**config.mk**
```make
export PLATFORM = sky130hd
export DESIGN_NAME = i2c_write_master_sequencer
export DESIGN_NICKNAME = d
export VERILOG_FILES = /design/src/i2cw_pkg.sv /design/src/i2cw_front.sv /design/src/i2cw_queue.sv /design/src/i2cw_back.sv /design/src/i2c_write_master_sequencer.sv
export VERILOG_INCLUDE_DIRS = /design/src /design/src/src
export SDC_FILE = /design/constraint.sdc
export NUM_CORES = 1
export LEC_CHECK = 0
export ABC_AREA = 1
export BUFFER_PORTS_ARGS = -buffer_cell sky130_fd_sc_hd__clkbuf_2
export CORE_MARGIN = 1.5
export CORE_UTILIZATION = 53
export CTS_CLUSTER_DIAMETER = 50
export DETAILED_ROUTE_END_ITERATION = 10
export PLACE_DENSITY = 0.73
export SETUP_SLACK_MARGIN = 0.02
export SYNTH_ARGS = -nofsm -noshare
export SYNTH_HDL_FRONTEND = slang
export SYNTH_SLANG_ARGS = --single-unit
```
**constraint.sdc**
```tcl
create_clock -name clk -period 2.9 [get_ports clk]
set_input_delay 0.87 -clock clk [delete_from_list [all_inputs] [get_ports clk]]
set_output_delay 0.87 -clock clk [all_outputs]
set_load 0.05 [all_outputs]
```
**src/i2c_write_master_sequencer_assert.svh**
```systemverilog
// Assertion macros shared by the I2C write master sequencer modules.
`ifndef I2C_WRITE_MASTER_SEQUENCER_ASSERT_SVH
`define I2C_WRITE_MASTER_SEQUENCER_ASSERT_SVH

// Implication checked in the same cycle.
`define I2CW_ASSERT_IMPL(label, clk, rst, ante, cons, msg) \
  label: assert property (@(posedge clk) disable iff (rst) (ante) |-> (cons)) \
    else $error(msg);

// Implication checked in the next cycle.
`define I2CW_ASSERT_NEXT(label, clk, rst, ante, cons, msg) \
  label: assert property (@(posedge clk) disable iff (rst) (ante) |=> (cons)) \
    else $error(msg);

`endif

```
**src/i2cw_pkg.sv**
```systemverilog
// Types and constants shared by the I2C write master sequencer modules.
package i2cw_pkg;

  localparam int DATA_BITS   = 8;
  localparam int UNIT_WIDTH  = 16;
  localparam int QUEUE_DEPTH = 2;

  typedef enum logic [1:0] {
    OP_TICK  = 2'd0,
    OP_START = 2'd1,
    OP_STOP  = 2'd2,
    OP_SEND  = 2'd3
  } op_t;

  typedef struct packed {
    logic                 is_tick;
    op_t                  op;
    logic [DATA_BITS-1:0] data;
  } item_t;

  typedef struct packed {
    logic rejected;
    logic busy;
    logic sda;
    logic scl;
  } res_t;

endpackage

```
**src/i2cw_front.sv**
```systemverilog
// Input stage: accepts beats, decodes the opcode and holds one classified item.
module i2cw_front (
  input  logic           clk,
  input  logic           rst,
  input  logic           in_valid,
  output logic           in_ready,
  input  logic [15:0]    in_data,
  output logic           item_valid,
  input  logic           item_ready,
  output i2cw_pkg::item_t item
);
  import i2cw_pkg::*;

  logic  full;
  item_t held;

  assign in_ready   = !full || item_ready;
  assign item_valid = full;
  assign item       = held;

  always_ff @(posedge clk) begin
    if (rst) begin
      full <= 1'b0;
    end else if (in_ready) begin
      full <= in_valid;
    end
    if (in_valid && in_ready) begin
      held.op      <= op_t'(in_data[1:0]);
      held.is_tick <= (op_t'(in_data[1:0]) == OP_TICK);
      held.data    <= in_data[2 +: DATA_BITS];
    end
  end

endmodule

```
**src/i2cw_queue.sv**
```systemverilog
// Two-entry queue of classified items between the input stage and the sequencer.
module i2cw_queue (
  input  logic            clk,
  input  logic            rst,
  input  logic            push,
  output logic            push_ready,
  input  i2cw_pkg::item_t push_item,
  output logic            pop_valid,
  input  logic            pop,
  output i2cw_pkg::item_t pop_item
);
  import i2cw_pkg::*;

  `include "i2c_write_master_sequencer_assert.svh"

  localparam int PW = $clog2(QUEUE_DEPTH);
  localparam int CNTW = $clog2(QUEUE_DEPTH + 1);

  item_t           mem [QUEUE_DEPTH];
  logic [PW-1:0]   wr_ptr;
  logic [PW-1:0]   rd_ptr;
  logic [CNTW-1:0] count;

  assign push_ready = (count != CNTW'(QUEUE_DEPTH));
  assign pop_valid  = (count != '0);
  assign pop_item   = mem[rd_ptr];

  always_ff @(posedge clk) begin
    if (rst) begin
      wr_ptr <= '0;
      rd_ptr <= '0;
      count  <= '0;
    end else begin
      if (push && push_ready) begin
        wr_ptr <= (wr_ptr == PW'(QUEUE_DEPTH - 1)) ? '0 : wr_ptr + 1'b1;
      end
      if (pop && pop_valid) begin
        rd_ptr <= (rd_ptr == PW'(QUEUE_DEPTH - 1)) ? '0 : rd_ptr + 1'b1;
      end
      unique case ({push && push_ready, pop && pop_valid})
        2'b10:   count <= count + 1'b1;
        2'b01:   count <= count - 1'b1;
        default: count <= count;
      endcase
    end
  end

  always_ff @(posedge clk) begin
    if (push && push_ready) begin
      mem[wr_ptr] <= push_item;
    end
  end

  `I2CW_ASSERT_IMPL(a_count_range, clk, rst, 1'b1, count <= CNTW'(QUEUE_DEPTH),
    "Queue count exceeds its depth.")
  `I2CW_ASSERT_NEXT(a_pop_drains, clk, rst,
    pop && pop_valid && !push && count == CNTW'(1), !pop_valid,
    "Queue still shows an item after its last one left.")

endmodule

```
**src/i2cw_back.sv**
```systemverilog
// Sequencer: runs start, stop and send-byte segments, times them, registers results.
module i2cw_back #(
  parameter int TICK_COUNTER_WIDTH = 16
) (
  input  logic                                clk,
  input  logic                                rst,
  input  logic [i2cw_pkg::UNIT_WIDTH-1:0]     unit_ticks,
  input  logic                                item_valid,
  output logic                                item_ready,
  input  i2cw_pkg::item_t                     item,
  output logic                                res_valid,
  input  logic                                res_ready,
  output i2cw_pkg::res_t                      res
);
  import i2cw_pkg::*;

  `include "i2c_write_master_sequencer_assert.svh"

  localparam int W  = TICK_COUNTER_WIDTH;
  localparam int CW = (W > UNIT_WIDTH) ? W : UNIT_WIDTH;
  localparam int BW = $clog2(DATA_BITS + 1);

  typedef struct packed {
    logic       scl;
    logic       sda;
    logic [1:0] units;
  } seg_t;

  logic                 scl, scl_next;
  logic                 sda, sda_next;
  logic                 running, running_next;
  op_t                  kind, kind_next;
  logic [1:0]           phase, phase_next;
  logic [BW-1:0]        bit_idx, bit_idx_next;
  logic [DATA_BITS-1:0] shift, shift_next;
  logic [W-1:0]         tick_count, tick_count_next;
  logic [1:0]           units, units_next;
  logic                 rej_next;
  logic                 pop;
  logic [W-1:0]         tick_inc;
  logic [CW-1:0]        limit;
  logic                 in_unit;
  logic                 last_seg;
  res_t                 res_reg;

  function automatic seg_t seg_levels(op_t k, logic [1:0] ph, logic [BW-1:0] b, logic msb);
    seg_t s;
    s.units = 2'd1;
    unique case (k)
      OP_START: begin
        s.scl = (ph != 2'd2);
        s.sda = (ph == 2'd0);
        s.units = (ph == 2'd0) ? 2'd2 : 2'd1;
      end
      OP_STOP: begin
        s.scl = (ph != 2'd0);
        s.sda = (ph == 2'd2);
        s.units = (ph == 2'd2) ? 2'd2 : 2'd1;
      end
      default: begin
        s.scl = (ph == 2'd1);
        s.sda = (b < BW'(DATA_BITS)) ? msb : 1'b1;
        s.units = (ph == 2'd1) ? 2'd2 : 2'd1;
      end
    endcase
    return s;
  endfunction

  assign pop        = item_valid && item_ready;
  assign item_ready = !res_valid || res_ready;
  assign res        = res_reg;
  assign tick_inc   = tick_count + 1'b1;
  assign limit      = (unit_ticks == '0) ? CW'(1) : CW'(unit_ticks);
  assign in_unit    = (CW'(tick_inc) < limit) && (tick_count != '1);
  assign last_seg   = (phase == 2'd2) && ((kind != OP_SEND) || (bit_idx == BW'(DATA_BITS)));

  always_comb begin
    seg_t seg;
    scl_next        = scl;
    sda_next        = sda;
    running_next    = running;
    kind_next       = kind;
    phase_next      = phase;
    bit_idx_next    = bit_idx;
    shift_next      = shift;
    tick_count_next = tick_count;
    units_next      = units;
    rej_next        = 1'b0;
    seg             = '0;
    if (pop) begin
      if (item.is_tick) begin
        if (running) begin
          if (in_unit) begin
            tick_count_next = tick_inc;
          end else begin
            tick_count_next = '0;
            if (units > 2'd1) begin
              units_next = units - 1'b1;
            end else begin
              units_next = 2'd0;
              if (kind == OP_SEND && phase == 2'd2 && bit_idx < BW'(DATA_BITS)) begin
                shift_next = shift << 1;
              end
              if (last_seg) begin
                running_next = 1'b0;
              end else begin
                if (phase == 2'd2) begin
                  phase_next   = 2'd0;
                  bit_idx_next = bit_idx + 1'b1;
                end else begin
                  phase_next = phase + 1'b1;
                end
                seg        = seg_levels(kind, phase_next, bit_idx_next,
                                        shift_next[DATA_BITS-1]);
                scl_next   = seg.scl;
                sda_next   = seg.sda;
                units_next = seg.units;
              end
            end
          end
        end
      end else if (running) begin
        rej_next = 1'b1;
      end else begin
        kind_next    = item.op;
        phase_next   = 2'd0;
        bit_idx_next = '0;
        if (item.op == OP_SEND) begin
          shift_next = item.data;
        end
        running_next    = 1'b1;
        seg             = seg_levels(item.op, 2'd0, '0, shift_next[DATA_BITS-1]);
        scl_next        = seg.scl;
        sda_next        = seg.sda;
        units_next      = seg.units;
        tick_count_next = '0;
      end
    end
  end

  always_ff @(posedge clk) begin
    if (rst) begin
      scl        <= 1'b1;
      sda        <= 1'b1;
      running    <= 1'b0;
      kind       <= OP_TICK;
      phase      <= 2'd0;
      bit_idx    <= '0;
      shift      <= '0;
      tick_count <= '0;
      units      <= 2'd0;
      res_valid  <= 1'b0;
    end else begin
      scl        <= scl_next;
      sda        <= sda_next;
      running    <= running_next;
      kind       <= kind_next;
      phase      <= phase_next;
      bit_idx    <= bit_idx_next;
      shift      <= shift_next;
      tick_count <= tick_count_next;
      units      <= units_next;
      if (pop) begin
        res_valid <= 1'b1;
      end else if (res_ready) begin
        res_valid <= 1'b0;
      end
    end
    if (pop) begin
      res_reg.scl      <= scl_next;
      res_reg.sda      <= sda_next;
      res_reg.busy     <= running_next;
      res_reg.rejected <= rej_next;
    end
  end

  `I2CW_ASSERT_IMPL(a_reject_busy, clk, rst, res_valid && res_reg.rejected, res_reg.busy,
    "A rejected command was reported while the sequencer was idle.")
  `I2CW_ASSERT_IMPL(a_idle_quiet, clk, rst, !running,
    units == 2'd0 && tick_count == '0, "Timer state is left over while idle.")
  `I2CW_ASSERT_NEXT(a_reject_keeps, clk, rst, pop && running && !item.is_tick,
    running && $stable(phase) && $stable(bit_idx) && $stable(tick_count),
    "A rejected command disturbed the running sequence.")

endmodule

```
**src/i2c_write_master_sequencer.sv**
```systemverilog
// Top level of the write-only I2C master sequencer.
//
//   Channel  Direction  Contents
//   s_axis   in         tdata[1:0] opcode, tdata[9:2] byte_value
//   m_axis   out        tdata[0] scl_level, [1] sda_level, [2] busy_res, [3] rejected
//   cfg      in         cfg_wdata unit_ticks, written when cfg_we is high
//
// One beat is taken per cycle unless the output stalls; each gives one result beat, passing
// the input stage, queue and result register. The sequencer's timer moves once per tick beat.
// Reset drives both bus levels high and clears the input stage, queue and timer.
// A stalled output holds its result while up to three further beats wait inside.
// unit_ticks resets to 500; a value of 0 counts as 1.
module i2c_write_master_sequencer #(
  parameter int TICK_COUNTER_WIDTH = 16
) (
  input  logic        clk,
  input  logic        rst,
  input  logic        s_axis_tvalid,
  output logic        s_axis_tready,
  input  logic [15:0] s_axis_tdata,   // opcode [1:0], byte_value [9:2]
  output logic        m_axis_tvalid,
  input  logic        m_axis_tready,
  output logic [7:0]  m_axis_tdata,   // scl_level, sda_level, busy_res, rejected
  input  logic        cfg_we,
  input  logic [15:0] cfg_wdata
);
  import i2cw_pkg::*;

  logic [UNIT_WIDTH-1:0] unit_ticks;
  logic                  f_valid;
  logic                  f_ready;
  item_t                 f_item;
  logic                  q_valid;
  logic                  q_pop;
  item_t                 q_item;
  res_t                  res;

  always_ff @(posedge clk) begin
    if (rst) begin
      unit_ticks <= UNIT_WIDTH'(500);
    end else if (cfg_we) begin
      unit_ticks <= cfg_wdata;
    end
  end

  i2cw_front u_front (
    .clk        (clk),
    .rst        (rst),
    .in_valid   (s_axis_tvalid),
    .in_ready   (s_axis_tready),
    .in_data    (s_axis_tdata),
    .item_valid (f_valid),
    .item_ready (f_ready),
    .item       (f_item)
  );

  i2cw_queue u_queue (
    .clk        (clk),
    .rst        (rst),
    .push       (f_valid),
    .push_ready (f_ready),
    .push_item  (f_item),
    .pop_valid  (q_valid),
    .pop        (q_pop),
    .pop_item   (q_item)
  );

  i2cw_back #(
    .TICK_COUNTER_WIDTH (TICK_COUNTER_WIDTH)
  ) u_back (
    .clk        (clk),
    .rst        (rst),
    .unit_ticks (unit_ticks),
    .item_valid (q_valid),
    .item_ready (q_pop),
    .item       (q_item),
    .res_valid  (m_axis_tvalid),
    .res_ready  (m_axis_tready),
    .res        (res)
  );

  assign m_axis_tdata = {4'b0000, res};

endmodule

```
=== Word level (Yosys, flattened, before mapping) ===
Memory sizes are Yosys's and may differ from the RTL's. A register that Yosys moved wholly into a read port is not among the register bits.
Cells that the tools add are included.

* Bits in registers: 74
* Memory bits (writable): 22
* Logic and storage cells: 166
* Memories: 1

{| class="wikitable"
|+ Memories
! memory !! depth !! width !! read ports !! clocked after memory_dff !! write ports !! RTL line !! text
|-
| u_queue.mem || 2 || 11 || 1 || 1 || 1 || i2cw_queue.sv:19 || <nowiki>item_t mem [QUEUE_DEPTH];</nowiki>
|}

* Magnitude comparators: 4
* $add $sub $neg: 8
* Equal/unequal tests: 22
* Reduce and logical (&&, ||, !) cells: 26
* Multiplexer cells: 80
* Bitwise gates (word level): 2

{| class="wikitable"
|+ Operators by type and width
! kind !! number
|-
| 2-to-1 mux 16 bit || 5
|-
| 2-to-1 mux 8 bit || 7
|-
| 2-to-1 mux 4 bit || 13
|-
| 2-to-1 mux 2 bit || 22
|-
| 2-to-1 mux 1 bit || 30
|-
| adder 16 x 1 -> 16 bit, second input constant || 1
|-
| logical NOT 16 bit || 1
|-
| < comparator 16 bit || 1
|-
| != test 16 bit, second input constant || 1
|-
| != test 2 bit, second input constant || 8
|-
| case mux 4 bit (2 select lines) || 2
|-
| == test 2 bit, second input constant || 7
|-
| nonzero test 2 bit || 5
|-
| == test 2 x 1 -> 1 bit, second input constant || 4
|-
| < comparator 4 bit, second input constant || 2
|-
| logical AND 1 bit || 7
|-
| AND reduction 7 bit || 1
|-
| AND reduction 3 bit || 2
|-
| AND reduction 6 bit || 1
|-
| AND reduction 5 bit || 1
|-
| adder 2 x 1 -> 2 bit, second input constant || 2
|-
| adder 4 x 1 -> 4 bit, second input constant || 1
|-
| == test 4 bit, second input constant || 1
|-
| logical NOT 2 bit || 2
|-
| 9 further kinds || 15
|}

=== Longest topological paths before layout ===
* Depth after elaboration: 18
* Gate-level depth with buffers: 20

=== Modules after synthesis ===
A second synthesis with hierarchy kept.

* Cells, all modules: 628
* Area, all modules: 5,167.5 um^2

{| class="wikitable"
|+ By module, submodules not included
! module !! area each (um^2) !! cells each !! instances !! seq. area each (um^2)
|-
| i2cw_back || 2,991.6 || 443 || 1 || 880.8
|-
| i2cw_queue || 1,114.8 || 72 || 1 || 760.7
|-
| i2c_write_master_sequencer || 679.4 || 95 || 1 || 320.3
|-
| i2cw_front || 381.6 || 18 || 1 || 350.3
|}

=== Worst setup path before layout ===
Ideal clock, no wire load.

* Kind: reg2reg
* Start: register u_back.tick_count[2]
* End: register u_back.shift[0]
* Clock period less this slack: 2.960 ns
* Data arrival time: 2.835 ns
* Setup slack: -0.060 ns
* Data required time: 2.774 ns
* Cell stages (with the launch flop): 19
* Cells stage by stage: dfxtp_1 -> nand2_1 -> nor2_2 -> nand3_1 -> nor3_1 -> nand3_1 -> nor2_2 -> nand4_1 -> xnor2_1 -> ha_1 -> a21oi_1 -> o221ai_1 -> a31oi_1 -> nand3_2 -> nand3_2 -> buf_6 -> nand2_2 -> o21ai_2 -> nor2_2

* Word-level cells in the longest chain between the ends: 5
* Elaborated cells on any way between the ends: 6
* Classes of those cells: 1 x add/sub; 1 x order compare; 2 x eq/ne; 2 x reduce/logical

{| class="wikitable"
|+ Ends and longest elaborated chain
! what !! RTL line !! text
|-
| start, declared || i2cw_back.sv:36 || <nowiki>logic [W-1:0] tick_count, tick_count_next;</nowiki>
|-
| start signal, assigned || i2cw_back.sv:161 || <nowiki>tick_count <= tick_count_next;</nowiki>
|-
| adder 16 x 1 -> 16 bit || i2cw_back.sv:72 || <nowiki>assign tick_inc = tick_count + 1'b1;</nowiki>
|-
| < comparator 16 bit || i2cw_back.sv:74 || <nowiki>assign in_unit = (CW'(tick_inc) < limit) && (tick_count != '1);</nowiki>
|-
| logical AND 1 bit * || i2cw_back.sv:74 ||
|-
| != test 2 bit (no line) * || n/a ||
|-
| AND reduction 7 bit (no line) * || n/a ||
|-
| end signal, assigned || i2cw_back.sv:160 || <nowiki>shift <= shift_next;</nowiki>
|-
| end, declared || i2cw_back.sv:35 || <nowiki>logic [DATA_BITS-1:0] shift, shift_next;</nowiki>
|}

Every way passes the cells marked *; elsewhere a longest branch is shown, timed or not.
A chain may end at the register's enable or synchronous reset.

=== Worst setup path in the final report ===
* Start: register u_back.tick_count[0]
* End: register u_back.units[1]

* Word-level cells in the longest chain between the ends: 5
* Elaborated cells on any way between the ends: 6
* Classes of those cells: 1 x add/sub; 1 x order compare; 2 x eq/ne; 2 x reduce/logical

{| class="wikitable"
|+ Ends and longest elaborated chain
! what !! RTL line !! text
|-
| adder 16 x 1 -> 16 bit || i2cw_back.sv:72 ||
|-
| < comparator 16 bit || i2cw_back.sv:74 ||
|-
| logical AND 1 bit * || i2cw_back.sv:74 ||
|-
| != test 2 bit (no line) * || n/a ||
|-
| AND reduction 4 bit (no line) * || n/a ||
|-
| end signal, assigned || i2cw_back.sv:162 || <nowiki>units <= units_next;</nowiki>
|-
| end, declared || i2cw_back.sv:37 || <nowiki>logic [1:0] units, units_next;</nowiki>
|}

Marks and branches as above.

==> flow_summary.toml <==
[run_status]
outcome = "finished with violations"
violations = "negative setup slack"

[logic_synthesis]
post_synth.cell_area_avg_um2 = 8.42
yosysTopAreaCellShare_pct = 25.1
syn_inst = 569
synth_area_mm2 = 0.00479
ys_async_sr_fraction_pct = 0
synth-seq-cells = 97
synthTopCellsByCount = "nand2_1, inv_1, a21oi_1"
synth_flop_cell = "dfxtp_1"
synth-edff-count = 37
synth_cell_type_count = 38
yosysMostFrequentCell = "nand2_1"
yosys-top-cells-area = "dfxtp_1, edfxtp_1, nand2_1, ha_1, a21oi_1"
yosysWarnings = 0
ys_seq_area_share_pct = 48.3
yosys.area.top_type = "dfxtp_1"

[cells_and_area]
regMostFlops = "u_queue.mem"
antenna_cells = 0
instances_no_fill = 752
syn2layout_area_growth_pct = 19.2
fin_area_mm2 = 0.00571
largest_registers = "u_queue.mem (22), u_back.tick_count (16), unit_ticks (16)"
drive_above_1_share_pct = 22.8
largest_reg_flops = 22
finalNetCount = 704
utilization_pct = 65.5

[global_route]
grt_pass1_vias = 3726
grt_pass1_wl_um = 16700
antenna_found_initial = 0
grt_remaining_overflow = 0
gr-usage-all-layers_pct = 21.4
grt_max_degree = 33

[route]
drt_iter0_markers = 231
ant_nets = 0
drc_errors = 0
wl_per_cell_um = 13.2
first_pass_iters = 7
num_vias = 3954
routed_wl_um = 9900
viasPerCell = 5.26

[worst_setup_path]
max_stage_delay_ns = 0.37
cp.buffers_inverters = 3
crit_family = "simple AND/OR/NAND/NOR gates"
crit_arrival_ns = 3.34
endpoint_kind = "register"
crit_required_ns = 3.17
cp_slowest_cell = "dfxtp_2"
startpoint_type = "register"
worst-path-max-fanout = 4
path_cells = "inv_2, nor2_4, nand3_4, nor3_4, nand3_2, nor2_4, nand4_1, xnor2_2, ha_1, a21oi_1, o221ai_2, a31oi_1, buf_4, nand3_4, nand2_2, inv_1, o21ai_0, a21oi_1"
critPathKind = "reg2reg"

[power]
p_leak_nw = 2.46
seqPwrFrac_pct = 41.4
p_int_mw = 2.56
combPwrFrac_pct = 38.2
finalPower_mw = 4.29
vdd_drop_max_mv = 0.416
p_sw_mw = 1.73
switching_share_pct = 40.3
p_clk_share_pct = 20.4
power_density_mw_per_mm2 = 751

[clocking]
numCtsBuffers = 9
clockBufferDepth = 2
insertion_delay_ns = 0.38
cts-htree-levels = 3
hold_buffers = 0
cts_tree = "yes"
cts-root-buf = "clkbuf_8"
clk_pin_slew_worst_paths_ns = 0.11
clkSinkCount = 97

[die]
die-area_mm2 = 0.00962
rows = 34
coreArea_mm2 = 0.00872
die_y_um = 98.1
die_w_um = 98.1
io_pins = 47
start_util_pct = 54.9

[timing]
tns_ns = -2.87
slew_headroom_pct = 40.7
fin_skew_ns = 0.0131
rsz0062_at_grt = "true"
worst_slew_pin_slew_ns = 0.887
min_period_over_period_pct = 106
drv_slew = 0
fin_ws_ns = -0.164
hold_violations = 0
fmax_mhz = 326
period_minus_slack_ns = 3.06
setup_viol = 37

[placed_design]
port_buffers = 36
dpl_cell_area_mm2 = 0.00527
hpwl_um = 6880
placed_cells = 729
routabilityCongestion = 0.822

[job]
maxCapViolCount = 0

[hold_path]
hold_path.class = "reg2reg"
[path summary, 6_finish.rpt]
kind / slack [ns] / start / end / cells after the start
min reg2reg: 0.46 / u_front.item[9] / u_queue.mem[1][9] / 0
max reg2reg: -0.16 / u_back.tick_count[0] / u_back.units[1] / 18
min: 0.46 / u_front.item[9] / u_queue.mem[1][9] / 0
max: -0.16 / u_back.tick_count[0] / u_back.units[1] / 18
[metal layers]
| layer | part of all wire [%] | wire length [um] | global-route usage, % | vias to the layer above |
|---|---|---|---|---|
| li1 | - | - | - | 2008 |
| met1 | 44 | 4350 | 27.6 | 1849 |
| met2 | 51 | 5000 | 37.0 | 85 |
| met3 | 4.2 | 420 | 3.94 | 12 |
| met4 | 1.2 | 120 | 5.82 | 0 |
| met5 | 0 | 0 | 0 | - |
[repair_timing]
action / in CTS / in global routing
pin swaps: 20 / 14
endpoints found under the hold margin: 0 / 0
buffers inserted: 6 / 1
setup endpoints to repair: 37 / 38
gates resized for setup: 27 / 21
[kinds of logic after synthesis]
family,share of synthesized area (%)
other,0.0783
AO/OA/AOI/OAI,15.2
flip-flops,48.3
buffers and inverters,8.12
AND/OR/NAND/NOR,18.1
XOR/XNOR,2.93
adder cells (fa/ha/maj),7.31
[layout make-up]
cell class | instances | area, um^2
sequential | 97 | 2320
timing repair buffer | 77 | 507
clock inverter | 7 | 68.8
fill | 714 | 3010
clock buffer | 9 | 124
inverter | 76 | 285
tap | 108 | 135
multi-input combinational | 378 | 2270
[through the flow]
stage | setup slack (ns) | hold WS, ns
after floorplan | 0.0206 | 0.421
after global placement | -0.252 | 0.425
after detailed placement | -0.330 | 0.434
after CTS | -0.216 | 0.459
after global routing | -0.337 | 0.468
final | -0.164 | 0.457
[power by group through the flow]
stage | logic, mW | clock network [mW] | registers [mW]
finish | 1.64 | 0.875 | 1.78
global route | 1.82 | 0.946 | 1.81
CTS | 1.60 | 0.881 | 1.77
detailed placement | 1.51 | 0 | 1.80
global placement | 1.47 | 0 | 1.79
floorplan | 0.980 | 0 | 1.88
[cells in the final DEF (no fill, tap or decap), types with 10 or more instances in the layout]
cell	netlist	layout
a21oi_1	66	63
ha_1	28	28
nand2_2	5	10
buf_4	4	36
inv_1	74	72
o21ai_0	42	38
nor2_1	51	49
nand2_1	101	95
nand3_1	17	13
edfxtp_1	37	37
dfxtp_1	60	57
clkbuf_2	0	36
Note: power is estimated with default switching activity, not from simulation.
